===== src/sv/ip_address_public_classifier_macros.svh =====
// Assertion macros used by the address classifier RTL.
// Define ASSERT_OFF to compile the checks away.
`ifndef IP_ADDRESS_PUBLIC_CLASSIFIER_MACROS_SVH
`define IP_ADDRESS_PUBLIC_CLASSIFIER_MACROS_SVH

`ifndef ASSERT_OFF

// Same-cycle implication, ignored while reset is asserted.
`define IPAPC_ASSERT_IMPLY(label, clk, rst_n, ante, cons, msg) \
	label: assert property (@(posedge clk) disable iff (!rst_n) (ante) |-> (cons)) \
		else $error(msg);

// Next-cycle implication, ignored while reset is asserted.
`define IPAPC_ASSERT_NEXT(label, clk, rst_n, ante, cons, msg) \
	label: assert property (@(posedge clk) disable iff (!rst_n) (ante) |=> (cons)) \
		else $error(msg);

`else

`define IPAPC_ASSERT_IMPLY(label, clk, rst_n, ante, cons, msg)
`define IPAPC_ASSERT_NEXT(label, clk, rst_n, ante, cons, msg)

`endif

`endif


===== src/sv/ipapc_pkg.sv =====
`timescale 1ns / 1ps

package ipapc_pkg;

	typedef struct packed {
		logic        kind;
		logic [63:0] addr_hi;
		logic [63:0] addr_lo;
	} req_t;

	typedef struct packed {
		logic loopback;
		logic routable;
	} rsp_t;

	localparam logic KIND_IPV4 = 1'b0;
	localparam logic KIND_IPV6 = 1'b1;

	typedef struct packed {
		logic [31:0] net;
		logic [31:0] mask;
	} v4_prefix_t;

	localparam int V4_RESERVED_N = 14;

	localparam v4_prefix_t V4_RESERVED [V4_RESERVED_N] = '{
		'{net: 32'h0000_0000, mask: 32'hff00_0000},  // this network
		'{net: 32'h0a00_0000, mask: 32'hff00_0000},  // private 10/8
		'{net: 32'h6440_0000, mask: 32'hffc0_0000},  // shared carrier-grade NAT
		'{net: 32'h7f00_0000, mask: 32'hff00_0000},  // loopback
		'{net: 32'ha9fe_0000, mask: 32'hffff_0000},  // link-local
		'{net: 32'hac10_0000, mask: 32'hfff0_0000},  // private 172.16/12
		'{net: 32'hc000_0000, mask: 32'hffff_ff00},  // protocol assignments
		'{net: 32'hc000_0200, mask: 32'hffff_ff00},  // TEST-NET-1
		'{net: 32'hc0a8_0000, mask: 32'hffff_0000},  // private 192.168/16
		'{net: 32'hc612_0000, mask: 32'hfffe_0000},  // benchmarking
		'{net: 32'hc633_6400, mask: 32'hffff_ff00},  // TEST-NET-2
		'{net: 32'hcb00_7100, mask: 32'hffff_ff00},  // TEST-NET-3
		'{net: 32'he000_0000, mask: 32'hf000_0000},  // multicast
		'{net: 32'hf000_0000, mask: 32'hf000_0000}   // reserved
	};

	localparam logic [31:0] V4_LOOP_NET  = 32'h7f00_0000;
	localparam logic [31:0] V4_LOOP_MASK = 32'hff00_0000;

	// Public unless any reserved prefix matches; the compares are independent.
	function automatic logic v4_public(input logic [31:0] a);
		logic hit;
		hit = 1'b0;
		for (int i = 0; i < V4_RESERVED_N; i++) begin
			if ((a & V4_RESERVED[i].mask) == V4_RESERVED[i].net) begin
				hit = 1'b1;
			end
		end
		return !hit;
	endfunction

endpackage


===== src/sv/ipapc_if.sv =====
`timescale 1ns / 1ps

interface ipapc_req_if;
	logic        valid;
	logic        ready;
	logic        kind;
	logic [63:0] addr_hi;
	logic [63:0] addr_lo;

	modport source (output valid, kind, addr_hi, addr_lo, input ready);
	modport sink (input valid, kind, addr_hi, addr_lo, output ready);
endinterface

interface ipapc_rsp_if;
	logic valid;
	logic ready;
	logic loopback;
	logic routable;

	modport source (output valid, loopback, routable, input ready);
	modport sink (input valid, loopback, routable, output ready);
endinterface


===== src/sv/ipapc_classify.sv =====
`timescale 1ns / 1ps

module ipapc_classify
	import ipapc_pkg::*;
(
	input  req_t item,
	output rsp_t res
);

	logic [31:0] v4_addr;
	logic [63:0] hi;
	logic [63:0] lo;
	logic [7:0]  b0, b1, b2, b3;
	logic [31:0] lo_top;
	logic        hi_zero;
	logic        v6_unspec, v6_loop;
	logic        v6_ula, v6_ll, v6_mc, v6_doc;
	logic        v6_embed, v6_global, v6_2001_rsvd, v6_6to4;
	logic        v4_emb_pub, v4_6to4_pub;
	logic        v6_pub;

	always_comb begin
		v4_addr = item.addr_lo[31:0];
		hi      = item.addr_hi;
		lo      = item.addr_lo;
		b0      = hi[63:56];
		b1      = hi[55:48];
		b2      = hi[47:40];
		b3      = hi[39:32];
		lo_top  = lo[63:32];
		hi_zero = (hi == 64'd0);

		v6_unspec = hi_zero && (lo == 64'd0);
		v6_loop   = hi_zero && (lo == 64'd1);
		v6_ula    = (b0[7:1] == 7'h7e);
		v6_ll     = (b0 == 8'hfe) && (b1[7:6] == 2'b10);
		v6_mc     = (b0 == 8'hff);
		v6_doc    = (hi[63:32] == 32'h2001_0db8);

		// mapped, compatible and NAT64 forms all carry IPv4 in the low word
		v6_embed = (hi_zero && ((lo_top == 32'h0000_ffff) || (lo_top == 32'd0)))
			|| ((hi == 64'h0064_ff9b_0000_0000) && (lo_top == 32'd0));
		v6_global    = (b0[7:5] == 3'b001);
		v6_2001_rsvd = (b0 == 8'h20) && (b1 == 8'h01) && (b2 == 8'h00)
			&& ((b3 == 8'h00) || (b3 == 8'h02) || (b3[7:4] == 4'h1) || (b3[7:4] == 4'h2));
		v6_6to4      = (hi[63:48] == 16'h2002);

		v4_emb_pub  = v4_public(lo[31:0]);
		v4_6to4_pub = v4_public(hi[47:16]);

		if (v6_unspec || v6_loop || v6_ula || v6_ll || v6_mc || v6_doc) begin
			v6_pub = 1'b0;
		end else if (v6_embed) begin
			v6_pub = v4_emb_pub;
		end else if (!v6_global || v6_2001_rsvd) begin
			v6_pub = 1'b0;
		end else if (v6_6to4) begin
			v6_pub = v4_6to4_pub;
		end else begin
			v6_pub = 1'b1;
		end

		if (item.kind == KIND_IPV4) begin
			res.loopback = ((v4_addr & V4_LOOP_MASK) == V4_LOOP_NET);
			res.routable = v4_emb_pub;
		end else begin
			res.loopback = v6_loop;
			res.routable = v6_pub;
		end
	end

endmodule


===== src/sv/ip_address_public_classifier.sv =====
// Address classifier: loopback and public flags for one IPv4 or IPv6 address.
// Each address is registered in stage 1, classified combinationally, and its flags
// are registered in stage 2, from which the result is offered.
// Throughput: one address per cycle unless rsp.ready stalls stage 2; both stages advance together when free.
// Reset: arst_n clears the stage valid flags at once; payload is not reset.
`timescale 1ns / 1ps
`include "ip_address_public_classifier_macros.svh"

module ip_address_public_classifier
	import ipapc_pkg::*;
(
	input logic           clk,
	input logic           arst_n,
	ipapc_req_if.sink     req,
	ipapc_rsp_if.source   rsp
);

	// Stage 1 holds the raw address; stage 2 holds the classified flags.
	logic valid_s1;
	req_t item_s1;
	logic valid_s2;
	rsp_t res_s2;
	rsp_t res_c;
	logic adv_s2;

	ipapc_classify u_classify (
		.item (item_s1),
		.res  (res_c)
	);

	// Stage 2 may load when empty or when its result is being taken this cycle.
	assign adv_s2 = !valid_s2 || rsp.ready;

	// Stage 1 may load when empty or when its item moves on to stage 2.
	assign req.ready = !valid_s1 || adv_s2;

	always_ff @(posedge clk or negedge arst_n) begin
		if (!arst_n) begin
			valid_s1 <= 1'b0;
			valid_s2 <= 1'b0;
		end else begin
			if (req.ready) begin
				valid_s1 <= req.valid;
			end
			if (adv_s2) begin
				valid_s2 <= valid_s1;
			end
		end
	end

	// Payload: capture on a free slot, hold otherwise.
	always_ff @(posedge clk) begin
		if (req.ready) begin
			item_s1.kind    <= req.kind;
			item_s1.addr_hi <= req.addr_hi;
			item_s1.addr_lo <= req.addr_lo;
		end
		if (adv_s2) begin
			res_s2 <= res_c;
		end
	end

	assign rsp.valid    = valid_s2;
	assign rsp.loopback = res_s2.loopback;
	assign rsp.routable = res_s2.routable;

	// A loopback address is never public.
	`IPAPC_ASSERT_IMPLY(a_loop_not_public, clk, arst_n, valid_s2,
		!(res_s2.loopback && res_s2.routable), "loopback flagged as public")

	// An input transfer must occupy stage 1 on the next cycle.
	`IPAPC_ASSERT_NEXT(a_accept_fills_s1, clk, arst_n, req.valid && req.ready,
		valid_s1, "accepted address lost before stage 1")

	// A stage 1 item that advances must appear in stage 2.
	`IPAPC_ASSERT_NEXT(a_s1_moves_to_s2, clk, arst_n, valid_s1 && adv_s2,
		valid_s2, "stage 1 item dropped on advance")

	// A delivered result with nothing behind it leaves stage 2 empty.
	`IPAPC_ASSERT_NEXT(a_drain_empties_s2, clk, arst_n, rsp.valid && rsp.ready && !valid_s1,
		!valid_s2, "result repeated after transfer")

endmodule

===== src/flat_wrapper.sv =====
// flat-port wrapper written by rule: the top's interface ports become plain ports
module ip_address_public_classifier_flat import ipapc_pkg::*;
  (clk, arst_n, req_valid, req_kind, req_addr_hi, req_addr_lo, req_ready, rsp_valid, rsp_loopback, rsp_routable, rsp_ready);
  ipapc_req_if req_i ();
  ipapc_rsp_if rsp_i ();
  input logic clk;
  input logic arst_n;
  input wire logic [$bits(req_i.valid)-1:0] req_valid;
  input wire logic [$bits(req_i.kind)-1:0] req_kind;
  input wire logic [$bits(req_i.addr_hi)-1:0] req_addr_hi;
  input wire logic [$bits(req_i.addr_lo)-1:0] req_addr_lo;
  output wire logic [$bits(req_i.ready)-1:0] req_ready;
  output wire logic [$bits(rsp_i.valid)-1:0] rsp_valid;
  output wire logic [$bits(rsp_i.loopback)-1:0] rsp_loopback;
  output wire logic [$bits(rsp_i.routable)-1:0] rsp_routable;
  input wire logic [$bits(rsp_i.ready)-1:0] rsp_ready;
  assign req_i.valid = req_valid;
  assign req_i.kind = req_kind;
  assign req_i.addr_hi = req_addr_hi;
  assign req_i.addr_lo = req_addr_lo;
  assign req_ready = req_i.ready;
  assign rsp_valid = rsp_i.valid;
  assign rsp_loopback = rsp_i.loopback;
  assign rsp_routable = rsp_i.routable;
  assign rsp_i.ready = rsp_ready;
  ip_address_public_classifier u_core (.clk(clk), .arst_n(arst_n), .req(req_i), .rsp(rsp_i));
endmodule

===== config.mk =====
export PLATFORM = sky130hd
export DESIGN_NAME = ip_address_public_classifier_flat
export DESIGN_NICKNAME = d
export VERILOG_FILES = /design/src/sv/ipapc_pkg.sv /design/src/sv/ipapc_if.sv /design/src/sv/ipapc_classify.sv /design/src/sv/ip_address_public_classifier.sv /design/src/flat_wrapper.sv
export VERILOG_INCLUDE_DIRS = /design/src /design/src/sv
export SDC_FILE = /design/constraint.sdc
export NUM_CORES = 1
export LEC_CHECK = 0
export BUFFER_PORTS_ARGS = -buffer_cell sky130_fd_sc_hd__buf_2
export CORE_MARGIN = 10
export CORE_UTILIZATION = 40
export CTS_CLUSTER_DIAMETER = 80
export DETAILED_ROUTE_END_ITERATION = 7
export SYNTH_ARGS = -nofsm -noshare
export SYNTH_HDL_FRONTEND = slang
export SYNTH_SLANG_ARGS = --single-unit

===== constraint.sdc =====
create_clock -name clk -period 6 [get_ports clk]
set_input_delay 0 -clock clk [delete_from_list [all_inputs] [get_ports clk]]
set_output_delay 0 -clock clk [all_outputs]
set_load 0.01 [all_outputs]

==> results of run 1 <==
cells by family after synthesis:
logic type,Yosys count
AND/OR/NAND/NOR,135
flip-flops,133
AO/OA/AOI/OAI,25
buffers and inverters,5
XOR/XNOR,2
metrics by stage:
step                 util  area [sq um]  hold WS, ns
detailed placement  0.489          5950       -0.213
floorplan               -          5040       -0.296
global placement    0.489          5950       -0.213
==> qor.txt, run 1 <==
Syn Area/Cell = 16.8 sq um
main combinational cell family by area after synthesis = simple AND/OR/NAND/NOR gates
Synth Instances = 300
XOR/XNOR Fraction of Synth Area = 0.00347
Die Y = 132 microns
PortBufs = 136
fraction of the mapped netlist area in simple logic gates = 0.168
Synthesized Nets = 433
EDFF count, synth = 131
hpwl dp = 8670 microns
cell taking the most area after synthesis = edfxtp_1
top area cells in the synthesized netlist = edfxtp_1 (78%), nor4_1 (3.0%), nand4_1 (2.5%)
Starting Density = 0.415
count leader, synth = edfxtp_1
chip width = 132 microns
num ports = 137
H-tree depth = 4
Yosys cell types = 46
Primary FF master, synth = edfxtp_1
status = aborted with a tool error
post-synthesis adder-cell area fraction = 0
CTS hold repair buffers = 128
std cell rows = 40
dpl cells = 606
Yosys Warn Count = 0
Seq/Total Area, Yosys = 0.790
Root Driver = clkbuf_16
routability cong. = 0.868
Post-Syn Area = 5040 sq um
Run Error = [ERROR RSZ-0060] Max buffer count reached.
cts repair resizes = 0
Synth top area share = 0.780
post-synthesis mux area share = 0
synth cell count leaders = edfxtp_1 (131), nor4_1 (24), nand4_1 (20)
Seq cells post-synth = 133
pre-CTS setup slack = 3.52 ns
Post-CTS Setup Repair Bufs = 0
Stopped at = clock tree synthesis (4_1_cts)
CTS Buf Count = 17
Synth Area in Compound Gates = 0.0345
CTS max path bufs = 2
clock sink count = 133
async set-reset flop share out of synthesis = 0.0150
==> inputs of run 2 (changes only) <==
CORE_UTILIZATION = 25   (was 40)
CTS_CLUSTER_DIAMETER = unset   (was 80)
PLACE_DENSITY_LB_ADDON = 0.15   (was unset)
==> qor.txt, run 2 <==
initial drt markers = 185
slowest CP cell = buf_4
dpl cells = 703
sw frac = 0.210
MaxCap Viol Count = 0
synth cell count leaders = edfxtp_1 (131), nor4_1 (24), nand4_1 (20)
Synth Instances = 300
Seq cells post-synth = 133
Crit Path Max Fanout = 81
detailed-router iteration count before antenna repair = 4
register name with the most flops = u_core.item_s1
routability cong. = 0.855
Syn Area/Cell = 16.8 sq um
vias in the first global route = 4237
most common cell after layout, fill and taps aside = buf_2
Layout fillers = 1840
CTS max path bufs = 2
CTS Buf Count = 17
Tightest Pin Transition = 1.01 ns
drt wl/cell = 16.4 microns
RSZ-0062 raised after global routing = no
num ports = 137
share of power burned in registers = 0.467
async set-reset flop share out of synthesis = 0.0150
max-slew violations = 0
Die Y = 162 microns
clock sink count = 133
Final nets = 723
Seq. cell area = 3980 sq um
Synthesized Nets = 433
std cell rows = 51
max reg flops = 129
cell taking the most area after synthesis = edfxtp_1
Clock Latency Late Sink = 0.41 ns
Primary FF master, synth = edfxtp_1
area delta synth->final = 59.7%
Synth top area share = 0.780
count leader, synth = edfxtp_1
Yosys Warn Count = 0
Pleak = 3.06 nW
Post-Syn Area = 5040 sq um
clk slew on worst S/H paths = 0.06 ns
core area = 19700 sq um
PortBufs = 136
CTS tree = built
Root Driver = clkbuf_16
setup TNS = 0 ns
Psw = 0.000524 W
Worst setup EP type = primary output
Max Clk Rate = 379 MHz
minimum clock period = 2.64 ns
Seq/Total Area, Yosys = 0.790
CP max stage delay = 0.86 ns
vias per std cell = 4.38
crit path DAT = 2.64 ns
non-filler cells in the finished layout = 868
Power per Cell Area = 309 nW/um^2
DRC = 0
worst hold path type = in2reg
cell breakdown of the critical path = nand3b_1 > buf_4 > buf_4 > buf_2
combinational share of power = 0.072
total congestion overflow = 0
cts repair resizes = 0
Vias = 3801
commonest cells after routing, fill and taps aside = buf_2 (136), dlygate4sd3_1 (133), edfxtp_1 (131)
Setup Crit Path Kind = reg2out
first-pass GRT wire length = 22400 microns
Final Skew = 0.0130 ns
CTS hold repair buffers = 133
Final Hold Viols = 0
fraction of layout cells with a size suffix above 1 = 0.285
status = finished clean
Clock Power Share = 0.461
cells on worst reg2reg path = 7
largest net degree at the start of global routing = 82
Int Power = 0.00197 W
hpwl dp = 9870 microns
Post-CTS Setup Repair Bufs = 0
Slew HR = 0.325
most frequent CP cell = buf_4
final setup vio count = 0
Starting Density = 0.256
Critical Path RT = 6.00 ns
Yosys cell types = 46
Hold Crit Depth = 2
crit share post-route = 0.439
chip width = 162 microns
H-tree depth = 4
DIE AREA = 26200 sq um
WL final = 14200 microns
EDFF count, synth = 131
total track usage = 0.110
DRT antenna net count = 0
Ant. Diodes = 0
VDD IR max = 0.169 mV
initial antenna violation count = 0
top area cells in the synthesized netlist = edfxtp_1 (78%), nor4_1 (3.0%), nand4_1 (2.5%)
crit path launch type = flop
multi-input logic area = 1040 sq um
run 2: cell counts after synthesis:
No cell type changed its count.
run 2: per-layer routing:
metal | wire length (microns) | global-route usage | share of wire
met1 | 6260 | 0.132 | 0.44
met2 | 6990 | 0.179 | 0.49
met3 | 881 | 0.0394 | 0.062
met4 | 107 | 0.0376 | 0.0075
met5 | 0 | 0 | 0
run 2: final timing paths:
check                                         from                   to  slack, ns
worst min-delay path               req_addr_hi[31]   u_core.item_s1[95]       0.29
min in group asynchronous                   arst_n      u_core.valid_s1       0.45
max in group asynchronous                   arst_n     u_core.rsp.valid       5.42
worst max-delay path              u_core.rsp.valid            req_ready       3.36
worst max register to register  u_core.item_s1[22]  u_core.rsp.routable       3.50
worst min register to register     u_core.valid_s1     u_core.rsp.valid       0.47
run 2: final cells by class:
type | count | area share
Clock buffer | 19 | 0.0538
Clock inverter | 13 | 0.0272
Inverter | 5 | 0.00233
Multi-Input combinational cell | 162 | 0.129
Sequential cell | 133 | 0.495
Tap cell | 265 | 0.0412
Timing Repair Buffer | 271 | 0.252
run 2: worst max-delay path: cells and delay by family (launching register included):
family        cells  cell delay, ns
simple gates      1            0.08
flops             1            0.38
buf+inv           3            1.65
run 2: kinds of logic (layout without fill, tap and decap cells):
group,Yosys count,count (layout),synth area share
simple gates,135,135,0.168
flops,133,133,0.790
compound gates,25,25,0.0345
buf+inv,5,308,0.00372
xor+xnor,2,2,0.00348
run 2: metrics by stage:
step           setup WS (ns)  instance area, sq um  power (W)  utilization  hold WS [ns]
2_1_floorplan           1.21                  5040    0.00122            -        -0.296
3_3_place_gp            3.54                  6070    0.00129        0.309        -0.206
3_5_place_dp            3.50                  6070    0.00129        0.309        -0.203
4_1_cts                 3.30                  8050    0.00252        0.410         0.263
5_1_grt                 3.13                  8050    0.00260        0.410         0.279
6_report                3.36                  8050    0.00249        0.410         0.287
run 2: power by group through the flow:
stage / registers (W) / clock network [W] / logic, W
after global placement: 0.00118 / 0 / 0.000114
after floorplan: 0.00117 / 0 / 0.0000480
final: 0.00116 / 0.00115 / 0.000180
after global routing: 0.00117 / 0.00123 / 0.000198
after detailed placement: 0.00118 / 0 / 0.000113
after CTS: 0.00116 / 0.00118 / 0.000183
(Power assumes the default switching activity.)
